`config.mk`:
```
export PLATFORM = sky130hd
export DESIGN_NAME = ring_neighbor_arbiter_aging_unit
export DESIGN_NICKNAME = d
export VERILOG_FILES = /design/src/rtl/core/rnaa_pkg.sv /design/src/rtl/core/rnaa_wait_stage.sv /design/src/rtl/core/rnaa_grant_stage.sv /design/src/rtl/core/rnaa_rsp_queue.sv /design/src/rtl/core/ring_neighbor_arbiter_aging_unit.sv
export VERILOG_INCLUDE_DIRS = /design/src /design/src/rtl/core
export SDC_FILE = /design/constraint.sdc
export NUM_CORES = 2
export LEC_CHECK = 0
export ABC_AREA = 1
export BUFFER_PORTS_ARGS = -buffer_cell sky130_fd_sc_hd__clkbuf_2
export CAP_MARGIN = 20
export CELL_PAD_IN_SITES_DETAIL_PLACEMENT = 0
export CELL_PAD_IN_SITES_GLOBAL_PLACEMENT = 1
export CORE_MARGIN = 10
export CORE_UTILIZATION = 43
export DETAILED_ROUTE_END_ITERATION = 12
export PLACE_DENSITY_LB_ADDON = 0.1
export REMOVE_ABC_BUFFERS = 1
export SYNTH_ARGS = -nofsm -noshare
export SYNTH_HDL_FRONTEND = slang
export SYNTH_SLANG_ARGS = --single-unit
```
`constraint.sdc`:
```
create_clock -name clock -period 23.3 [get_ports clock]
set_clock_uncertainty 0.2 [all_clocks]
set_input_delay 4.66 -clock clock [delete_from_list [all_inputs] [get_ports clock]]
set_output_delay 4.66 -clock clock [all_outputs]
set_load 0.02 [all_outputs]
```
`src/rtl/core/ring_neighbor_arbiter_aging_unit_defines.svh`:
```
// Assertion macros for the ring neighbour arbiter.
// Used by the top level only; needs nothing else.
`ifndef RING_NEIGHBOR_ARBITER_AGING_UNIT_DEFINES_SVH
`define RING_NEIGHBOR_ARBITER_AGING_UNIT_DEFINES_SVH

// Same-cycle implication, disabled while reset is high.
`define RNAA_ASSERT_IMP(label, clk, rst, ante, cons) \
   label: assert property (@(posedge clk) disable iff (rst) (ante) |-> (cons)) \
      else $error("rnaa: implication failed");

// Next-cycle implication, disabled while reset is high.
`define RNAA_ASSERT_NEXT(label, clk, rst, ante, cons) \
   label: assert property (@(posedge clk) disable iff (rst) (ante) |=> (cons)) \
      else $error("rnaa: next-cycle implication failed");

`endif

```
`src/rtl/core/rnaa_pkg.sv`:
```
// Shared constants, types and ring helpers of the ring neighbour arbiter.
// No dependencies.
`default_nettype none

package rnaa_pkg;

   localparam int SEATS   = 5;
   localparam int SEAT_W  = 3;
   localparam int TIME_W  = 48;
   localparam int TOTAL_W = 64;
   localparam int MODE_W  = 2;

   localparam logic [TIME_W-1:0] THRESH_RESET = TIME_W'(1000000);

   localparam logic [MODE_W-1:0] MODE_THINKING = 2'd0;
   localparam logic [MODE_W-1:0] MODE_EATING   = 2'd1;
   localparam logic [MODE_W-1:0] MODE_HUNGRY   = 2'd2;

   localparam logic FUNC_REQUEST = 1'b0;
   localparam logic FUNC_RELEASE = 1'b1;

   typedef logic [SEATS-1:0][MODE_W-1:0]  mode_vec_type;
   typedef logic [SEATS-1:0][TIME_W-1:0]  time_vec_type;
   typedef logic [SEATS-1:0][TOTAL_W-1:0] total_vec_type;

   // Event after the wait lanes: waits and comparison flags per seat.
   typedef struct packed {
      logic                   func;
      logic [SEATS-1:0]       sel;
      logic [TIME_W-1:0]      now;
      time_vec_type           waits;
      logic [SEATS-1:0]       over_thr;
      logic [SEATS-1:0]       left_longer;
      logic [SEATS-1:0]       right_longer;
   } event_type;

   typedef struct packed {
      logic [SEAT_W-1:0]  granted_seat;
      logic [TIME_W-1:0]  wait_time;
      logic [TOTAL_W-1:0] total_wait;
      logic               last;
   } rsp_word_type;

   // Up to two words pushed at once; first word sits in w0.
   typedef struct packed {
      logic [1:0]   n;
      rsp_word_type w0;
      rsp_word_type w1;
   } push_type;

   typedef struct packed {
      logic [1:0] count;
      logic       pop;
   } queue_status_type;

   function automatic int left_of(input int i);
      return (i + SEATS - 1) % SEATS;
   endfunction

   function automatic int right_of(input int i);
      return (i + 1) % SEATS;
   endfunction

endpackage

`default_nettype wire

```
`src/rtl/core/rnaa_wait_stage.sv`:
```
// Input register and per-seat wait lanes of the ring neighbour arbiter.
// Depends on rnaa_pkg.
`default_nettype none

module rnaa_wait_stage
   import rnaa_pkg::*;
(
   input  wire logic                clock,
   input  wire logic                reset,
   input  wire logic                req_valid,
   output logic                     req_stall,
   input  wire logic                req_func,
   input  wire logic [SEAT_W-1:0]   req_seat,
   input  wire logic [TIME_W-1:0]   req_now,
   input  wire logic [TIME_W-1:0]   thresh,
   input  wire time_vec_type        start_next,
   input  wire logic                y_free,
   output logic                     x_valid,
   output event_type                x_event
);

   logic              valid_ff, valid_in;
   logic              func_ff;
   logic [SEAT_W-1:0] seat_ff;
   logic [TIME_W-1:0] now_ff;
   logic              accept;

   assign req_stall = valid_ff && !y_free;
   assign accept    = req_valid && !req_stall;
   assign valid_in  = accept ? 1'b1 : (y_free ? 1'b0 : valid_ff);
   assign x_valid   = valid_ff;

   always_ff @(posedge clock) begin
      if (reset) begin
         valid_ff <= 1'b0;
      end else begin
         valid_ff <= valid_in;
      end
      if (accept) begin
         func_ff <= req_func;
         seat_ff <= req_seat;
         now_ff  <= req_now;
      end
   end

   // One subtractor per seat; the requesting seat restarts at zero.
   always_comb begin
      x_event.func = func_ff;
      x_event.now  = now_ff;
      for (int i = 0; i < SEATS; i++) begin
         x_event.sel[i] = (seat_ff == SEAT_W'(i));
         if (now_ff >= start_next[i]) begin
            x_event.waits[i] = now_ff - start_next[i];
         end else begin
            x_event.waits[i] = '0;
         end
         if (func_ff == FUNC_REQUEST && x_event.sel[i]) begin
            x_event.waits[i] = '0;
         end
      end
      for (int i = 0; i < SEATS; i++) begin
         x_event.over_thr[i]     = x_event.waits[i] > thresh;
         x_event.left_longer[i]  = x_event.waits[left_of(i)] > x_event.waits[i];
         x_event.right_longer[i] = x_event.waits[right_of(i)] > x_event.waits[i];
      end
   end

endmodule

`default_nettype wire

```
`src/rtl/core/rnaa_grant_stage.sv`:
```
// Seat state and grant decision of the ring neighbour arbiter.
// Depends on rnaa_pkg.
`default_nettype none

module rnaa_grant_stage
   import rnaa_pkg::*;
(
   input  wire logic             clock,
   input  wire logic             reset,
   input  wire logic             x_valid,
   input  wire event_type        x_event,
   input  wire queue_status_type q_stat,
   output logic                  y_free,
   output time_vec_type          start_next,
   output push_type              push
);

   logic          valid_ff, valid_in;
   event_type     ev_ff;
   mode_vec_type  mode_ff, mode_in;
   time_vec_type  start_ff;
   total_vec_type total_ff, total_in;
   total_vec_type sums;

   logic             fire, ev_ok, is_req;
   logic [2:0]       need, room_used;
   logic [SEATS-1:0] cand1, cand2, g1, g2, cand_l, cand_r;
   mode_vec_type     m0, m1;
   rsp_word_type     wd1, wd2;

   function automatic logic [SEATS-1:0] lanes_ok(input mode_vec_type m,
                                                 input event_type e);
      logic [SEATS-1:0] ok;
      int l, r;
      for (int i = 0; i < SEATS; i++) begin
         l = left_of(i);
         r = right_of(i);
         ok[i] = (m[i] == MODE_HUNGRY) && (m[l] != MODE_EATING) && (m[r] != MODE_EATING)
            && !((m[l] == MODE_HUNGRY) && e.left_longer[i] && e.over_thr[l])
            && !((m[r] == MODE_HUNGRY) && e.right_longer[i] && e.over_thr[r]);
      end
      return ok;
   endfunction

   function automatic rsp_word_type make_word(input logic [SEATS-1:0] g,
                                              input event_type e,
                                              input total_vec_type s);
      rsp_word_type wd;
      wd = '0;
      for (int i = 0; i < SEATS; i++) begin
         if (g[i]) begin
            wd.granted_seat = wd.granted_seat | SEAT_W'(i);
            wd.wait_time    = wd.wait_time | e.waits[i];
            wd.total_wait   = wd.total_wait | s[i];
         end
      end
      return wd;
   endfunction

   // A release may push two words, a request one; reserve that much room.
   assign need      = (ev_ff.func == FUNC_RELEASE) ? 3'd2 : 3'd1;
   assign room_used = {1'b0, q_stat.count} - {2'b00, q_stat.pop} + need;
   assign fire      = valid_ff && (room_used <= 3'd2);
   assign y_free    = !valid_ff || fire;
   assign valid_in  = (x_valid && y_free) ? 1'b1 : (fire ? 1'b0 : valid_ff);
   assign is_req    = (ev_ff.func == FUNC_REQUEST);

   always_comb begin
      ev_ok = 1'b0;
      for (int i = 0; i < SEATS; i++) begin
         if (ev_ff.sel[i]) begin
            ev_ok = is_req ? (mode_ff[i] == MODE_THINKING) : (mode_ff[i] == MODE_EATING);
         end
         cand_l[i] = ev_ff.sel[right_of(i)];
         cand_r[i] = ev_ff.sel[left_of(i)];
         sums[i] = TOTAL_W'({1'b0, total_ff[i]} + (TOTAL_W + 1)'(ev_ff.waits[i]));
         if (({1'b0, total_ff[i]} + (TOTAL_W + 1)'(ev_ff.waits[i])) >> TOTAL_W != '0) begin
            sums[i] = '1;
         end
      end

      m0 = mode_ff;
      for (int i = 0; i < SEATS; i++) begin
         if (ev_ok && ev_ff.sel[i]) begin
            m0[i] = is_req ? MODE_HUNGRY : MODE_THINKING;
         end
      end

      // Left neighbour first; the right check sees its outcome.
      cand1 = !ev_ok ? '0 : (is_req ? ev_ff.sel : cand_l);
      cand2 = (ev_ok && !is_req) ? cand_r : '0;
      g1 = lanes_ok(m0, ev_ff) & cand1;
      m1 = m0;
      for (int i = 0; i < SEATS; i++) begin
         if (g1[i]) begin
            m1[i] = MODE_EATING;
         end
      end
      g2 = lanes_ok(m1, ev_ff) & cand2;
      mode_in = m1;
      for (int i = 0; i < SEATS; i++) begin
         if (g2[i]) begin
            mode_in[i] = MODE_EATING;
         end
      end

      total_in   = total_ff;
      start_next = start_ff;
      for (int i = 0; i < SEATS; i++) begin
         if (fire && (g1[i] || g2[i])) begin
            total_in[i] = sums[i];
         end
         if (fire && ev_ok && is_req && ev_ff.sel[i]) begin
            start_next[i] = ev_ff.now;
         end
      end

      wd1 = make_word(g1, ev_ff, sums);
      wd2 = make_word(g2, ev_ff, sums);
      wd2.last = 1'b1;
      push.w1 = wd2;
      if (|g1) begin
         push.w0 = wd1;
         push.w0.last = !(|g2);
      end else begin
         push.w0 = wd2;
      end
      push.n = fire ? ({1'b0, |g1} + {1'b0, |g2}) : 2'd0;
   end

   always_ff @(posedge clock) begin
      if (reset) begin
         valid_ff <= 1'b0;
         mode_ff  <= '0;
         start_ff <= '0;
         total_ff <= '0;
      end else begin
         valid_ff <= valid_in;
         if (fire) begin
            mode_ff <= mode_in;
         end
         start_ff <= start_next;
         total_ff <= total_in;
      end
      if (x_valid && y_free) begin
         ev_ff <= x_event;
      end
   end

endmodule

`default_nettype wire

```
`src/rtl/core/rnaa_rsp_queue.sv`:
```
// Two-slot result queue of the ring neighbour arbiter.
// Depends on rnaa_pkg.
`default_nettype none

module rnaa_rsp_queue
   import rnaa_pkg::*;
(
   input  wire logic                 clock,
   input  wire logic                 reset,
   input  wire push_type             push,
   input  wire logic                 rsp_stall,
   output logic                      rsp_valid,
   output rsp_word_type              rsp_word,
   output queue_status_type          q_stat
);

   logic [1:0]   count_ff, count_in, kept;
   rsp_word_type slot0_ff, slot0_in, slot1_ff, slot1_in, head_kept;
   logic         pop;

   assign rsp_valid    = (count_ff != 2'd0);
   assign rsp_word     = slot0_ff;
   assign pop          = rsp_valid && !rsp_stall;
   assign q_stat.count = count_ff;
   assign q_stat.pop   = pop;

   // Drop the head on a pop, then append the pushed words behind what stays.
   always_comb begin
      kept      = count_ff - {1'b0, pop};
      head_kept = pop ? slot1_ff : slot0_ff;
      count_in  = kept + push.n;
      unique case (kept)
         2'd0: begin
            slot0_in = push.w0;
            slot1_in = push.w1;
         end
         2'd1: begin
            slot0_in = head_kept;
            slot1_in = push.w0;
         end
         default: begin
            slot0_in = slot0_ff;
            slot1_in = slot1_ff;
         end
      endcase
   end

   always_ff @(posedge clock) begin
      if (reset) begin
         count_ff <= 2'd0;
      end else begin
         count_ff <= count_in;
      end
      slot0_ff <= slot0_in;
      slot1_ff <= slot1_in;
   end

endmodule

`default_nettype wire

```
`src/rtl/core/ring_neighbor_arbiter_aging_unit.sv`:
```
// Top level of the ring neighbour arbiter with aging.
// Depends on rnaa_pkg, rnaa_wait_stage, rnaa_grant_stage, rnaa_rsp_queue and the defines header.
`default_nettype none

// Arbiter for SEATS seats in a ring, each sharing a resource with both
// neighbours. A request word (func 0) makes a thinking seat hungry, stamps
// req_now and tries to grant it; a release word (func 1) makes an eating seat
// think and tries its left, then its right neighbour. A hungry seat is granted
// when neither neighbour eats and no hungry neighbour has waited both longer
// than it and longer than csr_starve_threshold. Each grant yields one result
// word with the wait and the saturating per-seat total; rsp_last marks the
// final word of an event, and events that change nothing yield no word.
// Timing: an accepted word passes the input register and the grant register,
// whose result words are written into a two-slot result queue. A new word is
// taken every cycle while results drain; a release that grants both
// neighbours puts two words on the result port one after the other, so a run
// of such releases stalls the input while they drain. The per-seat wait
// subtractors and comparisons sit in the first stage, the grant choice and
// total update in the second. Write the threshold only while the block is idle.
module ring_neighbor_arbiter_aging_unit
   import rnaa_pkg::*;
(
   input  wire logic                clock,
   input  wire logic                reset,
   input  wire logic                req_valid,
   output logic                     req_stall,
   input  wire logic                req_func,
   input  wire logic [SEAT_W-1:0]   req_seat,
   input  wire logic [TIME_W-1:0]   req_now,
   output logic                     rsp_valid,
   input  wire logic                rsp_stall,
   output logic [SEAT_W-1:0]        rsp_granted_seat,
   output logic [TIME_W-1:0]        rsp_wait_time,
   output logic [TOTAL_W-1:0]       rsp_total_wait,
   output logic                     rsp_last,
   input  wire logic                csr_valid,
   output logic                     csr_ready,
   input  wire logic [TIME_W-1:0]   csr_starve_threshold
);

`include "ring_neighbor_arbiter_aging_unit_defines.svh"

   logic [TIME_W-1:0] starve_ff;
   logic             x_valid, y_free;
   event_type        x_event;
   time_vec_type     start_next;
   push_type         push;
   queue_status_type q_stat;
   rsp_word_type     rsp_word;

   // Threshold register; always ready. The user must write it only when idle; the block does not enforce this.
   assign csr_ready = 1'b1;

   always_ff @(posedge clock) begin
      if (reset) begin
         starve_ff <= THRESH_RESET;
      end else if (csr_valid && csr_ready) begin
         starve_ff <= csr_starve_threshold;
      end
   end

   // Stage one: hold the incoming word and compute every seat's wait.
   rnaa_wait_stage u_wait (
      .clock      (clock),
      .reset      (reset),
      .req_valid  (req_valid),
      .req_stall  (req_stall),
      .req_func   (req_func),
      .req_seat   (req_seat),
      .req_now    (req_now),
      .thresh     (starve_ff),
      .start_next (start_next),
      .y_free     (y_free),
      .x_valid    (x_valid),
      .x_event    (x_event)
   );

   // Stage two: apply the event, decide up to two grants, update totals.
   rnaa_grant_stage u_grant (
      .clock      (clock),
      .reset      (reset),
      .x_valid    (x_valid),
      .x_event    (x_event),
      .q_stat     (q_stat),
      .y_free     (y_free),
      .start_next (start_next),
      .push       (push)
   );

   // Result queue: presents one word a cycle while rsp_stall is low; the second
   // word of a release waits in the back slot.
   rnaa_rsp_queue u_queue (
      .clock     (clock),
      .reset     (reset),
      .push      (push),
      .rsp_stall (rsp_stall),
      .rsp_valid (rsp_valid),
      .rsp_word  (rsp_word),
      .q_stat    (q_stat)
   );

   assign rsp_granted_seat = rsp_word.granted_seat;
   assign rsp_wait_time    = rsp_word.wait_time;
   assign rsp_total_wait   = rsp_word.total_wait;
   assign rsp_last         = rsp_word.last;

   // A non-final word always has its partner waiting behind it.
   `RNAA_ASSERT_IMP(a_pair_held, clock, reset, rsp_valid && !rsp_last, q_stat.count == 2'd2)
   // Taking a non-final word brings the final word of that event forward.
   `RNAA_ASSERT_NEXT(a_pair_next, clock, reset, rsp_valid && !rsp_last && !rsp_stall,
      rsp_valid && rsp_last)
   // Granted seats lie on the ring.
   `RNAA_ASSERT_IMP(a_seat_range, clock, reset, rsp_valid, rsp_granted_seat < SEAT_W'(SEATS))

endmodule

`default_nettype wire

```
# After elaboration in Yosys (flattened, before gate mapping)

Index checks and enable logic that the tools add are counted.
W data, S select, Z words.

Bits of input ports: 105
Logic and storage cells: 350
Output and inout bits: 119
Register bits after elaboration: 1215

Equality and inequality tests: 31
$lt $le $gt $ge: 21
Reduce and logical (&&, ||, !) cells: 153
Add/subtract/negate cells: 15
Bitwise gates (word level): 20
Muxes and demuxes: 69

Operators with widths:

| cell                 | count |
|---|---|
| $gt A48 B48 Y1       | 15 |
| $mux W48             | 15 |
| $or A64 B64 Y64      | 8 |
| $pmux W116 S2        | 2 |
| $mux W114            | 4 |
| $or A48 B48 Y48      | 8 |
| $add A64 B48 Y65     | 5 |
| $mux W64             | 5 |
| $ge A48 B48 Y1       | 5 |
| $sub A48 B48 Y48     | 5 |
| $mux W116            | 2 |
| $mux W115            | 2 |
| $mux W113            | 2 |
| $mux W112            | 2 |
| $logic_and A1 B1 Y1  | 108 |
| $mux W2              | 18 |
| $logic_not A1 Y1     | 25 |
| $ne A2 B1 Y1 const B | 11 |
| $eq A2 B2 Y1 const B | 10 |
| $mux W5              | 3 |
| $mux W1              | 14 |
| $eq A2 B1 Y1 const B | 6 |
| $logic_not A2 Y1     | 6 |
| $and A5 B5 Y5        | 2 |
| other kinds (15)     | 26 |

# Depth between registers and ports, before layout

Word-level depth: 35
Depth in mapped cells: 58
Mapped depth without buffers: 56

# By module

From an unflattened synthesis, not the netlist that was laid out.

Cells, all modules: 15831
Area, all modules: 104976.9 um^2

Modules (own cells, without submodules):

| module                           | area an instance (um^2) | cells an instance | times used |
|---|---|---|---|
| rnaa_grant_stage                 | 63465.9                 | 9761              | 1 |
| rnaa_wait_stage                  | 29035.3                 | 4744              | 1 |
| rnaa_rsp_queue                   | 10505.1                 | 1033              | 1 |
| ring_neighbor_arbiter_aging_unit | 1970.6                  | 293               | 1 |

# Worst setup path after synthesis

OpenSTA, ideal clock, no wires.

Kind: input to register
From: input rsp_stall
To: register u_grant.ev_ff (netlist bit u_grant.cand_l[0]), enable pin
Library setup time: 1082 ps
Data arrival time: 20824 ps
Stages on the path: 10
Buffers on the path: 0
Setup slack: 1194 ps
Cells stage by stage: a21oi_1 -> ha_1 -> inv_1 -> ha_1 -> inv_1 -> fa_1 -> inv_1 -> nand2_1 -> nand3_2 -> a21oi_1

Longest elaborated chain between the ends: 8

Ends and longest elaborated chain:

| what                   | line                                   | RTL |
|---|---|---|
| start: declaration     | ring_neighbor_arbiter_aging_unit.sv:31 | `input wire logic rsp_stall,` |
| $logic_not A1 Y1       | rnaa_rsp_queue.sv:23                   | `assign pop = rsp_valid && !rsp_stall;` |
| $logic_and A1 B1 Y1    | rnaa_rsp_queue.sv:23                   |  |
| $sub A2 B1 Y3          | rnaa_grant_stage.sv:62                 | `assign room_used = {1'b0, q_stat.count} - {2'b00, q_stat.pop} + need;` |
| $add A3 B3 Y3          | rnaa_grant_stage.sv:62                 |  |
| $le A3 B2 Y1           | rnaa_grant_stage.sv:63                 | `assign fire = valid_ff && (room_used <= 3'd2);` |
| $logic_and A1 B1 Y1    | rnaa_grant_stage.sv:63                 |  |
| $logic_or A1 B1 Y1     | rnaa_grant_stage.sv:64                 | `assign y_free = !valid_ff \|\| fire;` |
| $logic_and A1 B1 Y1    | rnaa_grant_stage.sv:145                | `if (x_valid && y_free) begin` |
| end signal: assignment | rnaa_grant_stage.sv:146                | `ev_ff <= x_event;` |
| end: declaration       | rnaa_grant_stage.sv:19                 | `event_type ev_ff;` |

No other way between the ends.
A chain may end at the register's enable or synchronous reset.

==> summary.md <==
| Metric | Value |
|---|---|
| Status | `finished clean` |
| Logic gate share of total power | `41.4%` |
| Async SR Flop Fraction | `0%` |
| # DRC | `0` |
| Drt first pass iters | `11` |
| Syn Inst Count | `about 14000` |
| DR iter-0 viols | `approximately 15000` |
| Layout cell share with drive strength beyond 1 | `6.93%` |
| Max VDD drop | `around 0.1 mV` |
| Synth warnings | `0` |
| Global-route wire length before repair | `740000 µm` |
| Post-DRT Antenna Nets | `0` |
| Largest area contributor in the netlist | `edfxtp_1` |
| Switching pwr | `between 4000 and 5000 µW` |
| Slew Limit Fails | `0` |
| CTS root buf | `clkbuf_16` |
| Max Cap Viol | `0` |
| Final Hold Viols | `0` |
| CP max stage cell | `nor4b_1` |
| FMAX | `around 65 MHz` |
| Detailed Route WL | `approximately 540000 µm` |
| Max Root-Sink Buffers | `3` |
| Row count | `between 150 and 200` |
| GR Layer Usage met3 | `just under 10%` |
| Slew margin rel. | `around 12%` |
| CP Max Fanout | `28` |
| I/O Pins | `between 200 and 250` |
| List of most frequent post-synthesis cells | `nand2_1, nor2_1, inv_1` |
| Inst Count DP | `between 15000 and 20000` |
| Global-route met2 utilization | `a little over 60%` |
| Core ar. | `0.233 mm²` |
| Most congested layer reported by global routing | `met2` |
| Post-CTS sizing | `0` |
| Internal power | `roughly 5300 µW` |
| Final GP Congestion | `between 1 and 1.5` |
| PwrDens | `approximately 87 mW/mm²` |
| CTS H-tree lvls | `4` |
| Met1 usage | `47.7%` |
| Distinct cells, synth | `79` |
| Initial antenna violation count | `37` |
| Clock Sinks | `approximately 1200` |
| Average size of a mapped cell | `between 7 and 8 µm²` |
| Mapped Area | `between 0.1 and 0.15 mm²` |
| CTS tree | `done` |
| Largest net degree at the start of global routing | `around 140` |
| Worst Tran Pin Value | `between 1 and 1.5 ns` |
| Worst-Skew Late Latency | `0.89 ns` |
| Fillers | `approximately 24000` |
| Share of the synthesized area in the top cell type | `between 10% and 20%` |
| Pleak | `just over 0.05 µW` |
| Vias | `~110k` |
| Part of the power in the clock network | `around 28%` |
| Hold buffer count at cts | `0` |
| Critical path arrival | `between 15 and 20 ns` |
| Main area contributors after synthesis | `edfxtp_1, dfxtp_1, ha_1` |
| Total power | `around 9700 µW` |
| HPWL Detailed | `between 400000 and 500000 µm` |
| Die Width | `504 µm` |
| Synth Flop Type | `dfxtp_1` |
| Synth-to-layout area growth | `10.2%` |
| Crit path buffers/inverters | `12` |
| Min Tclk post-route | `approximately 15 ns` |
| CP Class | `in2reg` |
| Sw Share | `between 40% and 50%` |
| Worst Hold Class | `reg2reg` |
| Vias in the first global route | `around 100k` |
| Nature of the critical path startpoint | `input pin` |
| Fin nets | `approximately 15000` |
| Die H | `504 µm` |
| Top-count cell post-synth | `nand2_1` |
| Worst Setup End Kind | `register` |
| Post-synthesis sequential area ratio | `30.0%` |
| Die Footprint | `around 0.25 mm²` |
| Sequential power share | `30.5%` |
| Post-CTS setup repair buffer count | `0` |
| Crit path required time | `23.68 ns` |
| IO buf count | `between 200 and 250` |
| Via density | `6.16` |
| Routed wire per std cell | `approximately 30 µm` |
| Crit-path leading delay family | `simple AND/OR/NAND/NOR gates` |
| RSZ-0062 raised after global routing | `false` |
| Final Non-Filler Cells | `about 18000` |
| Period utilization | `between 60% and 70%` |
| Global route overflow | `0` |
| Max incr delay on CP | `0.92 ns` |
| Endpoints failing setup | `0` |
| #FFs+latches synth | `roughly 1200` |
| Initial Util | `between 40% and 50%` |
| Total GRT Usage | `approximately 40%` |
| CTS buffer count | `between 150 and 200` |
| Post-synth EDFFs | `around 600` |
| Worst-path clk slew | `~0.060 ns` |
[layout make-up]
type | count | area [µm²] | area share, %
diodes | 17 | 42.5 | 0.0383
clock buffers | 191 | 4210 | 3.79
clock inverters | 106 | 1420 | 1.28
inverters | 1664 | 6280 | 5.65
multi-input cells | 10900 | 62300 | 56.1
flip-flops and latches | 1215 | 30300 | 27.2
well taps | 3132 | 3920 | 3.53
repair buffers | 419 | 2630 | 2.36
[layer usage]
layer	up-vias	wire length, µm	part of all wire, %
met5	-	143	0.027
li1	49000	-	-
met2	6784	230000	43
met4	18	50600	9.4
met1	51200	199000	37
met3	1841	57200	11
[cell families after synthesis]
group,Yosys count,share of synthesized area (%)
fa+ha+maj,968,12.1
flops,1215,30.0
buf+inv,2172,8.51
compound gates,3161,17.5
xor+xnor,339,2.94
mux,225,2.23
simple gates,6249,26.8
other cells,1,0.00372
[worst paths after layout]
| kind | from | end | slack, ns | cells after the start |
|---|---|---|---|---|
| worst max register to register | u_queue.count_ff[1] | u_grant.ev_ff[10] | 11.33 | 51 |
| worst min register to register | u_wait.now_ff[0] | u_grant.ev_ff[255] | 0.26 | 0 |
| worst min-delay path | u_wait.now_ff[0] | u_grant.ev_ff[255] | 0.26 | 0 |
| worst max-delay path | rsp_stall | u_grant.ev_ff[10] | 7.96 | 51 |
[through the flow]
step                      hold WS [ns]  cell area [µm²]  worst slack, ns   TNS, ns  utilization, %
after floorplan                  0.226            98500            -4.79  -1058.76               -
after global placement           0.237           105000             6.58         0            45.2
after detailed placement         0.238           105000             6.83         0            45.2
after CTS                        0.252           111000             7.68         0            47.7
after global routing             0.271           111000             7.64         0            47.7
final                            0.257           111000             7.96         0            47.7
[flip-flops by register name (all words and copies together) (netlist names), 5 cells and up]
| name | flops |
|---|---|
| u_wait.now_ff | 48 |
| u_queue.slot1_ff | 116 |
| u_grant.ev_ff | 304 |
| u_grant.total_ff | 320 |
| u_grant.start_ff | 240 |
| u_queue.rsp_word | 116 |
| u_grant.cand_l | 5 |
| u_grant.mode_ff | 10 |
| starve_ff | 48 |
[power groups by stage]
stage / Combinational (µW) / Clock, µW / Sequential [µW]
floorplan: 2180 / 0 / 3010
global placement: 3780 / 0 / 2970
detailed placement: 3850 / 0 / 2980
CTS: 3860 / 2730 / 2930
global route: 4240 / 2810 / 2960
finish: 4020 / 2720 / 2960
[layout by cell type (no fill, tap or decap), types with 33 or more instances in the layout]
cell type,instances
clkbuf_2,221
a21o_1,55
nor2_2,34
buf_4,188
a211oi_1,57
nand3b_1,95
o211ai_1,62
inv_1,1627
nand4_1,192
nand3_1,1058
nand2_1,2668
o21ai_0,949
dfxtp_1,622
o21a_1,66
or2_2,101
a21oi_1,1336
nor3_1,125
ha_1,957
o2111ai_1,38
nor2_4,72
o21ai_1,123
xnor2_1,140
o21bai_1,40
clkbuf_16,160
mux2i_1,225
a31oi_1,139
o22ai_1,109
xor2_1,198
nor2_1,1762
a21boi_0,33
nor4_1,54
edfxtp_1,593
Power figures use the tool's default switching activity.
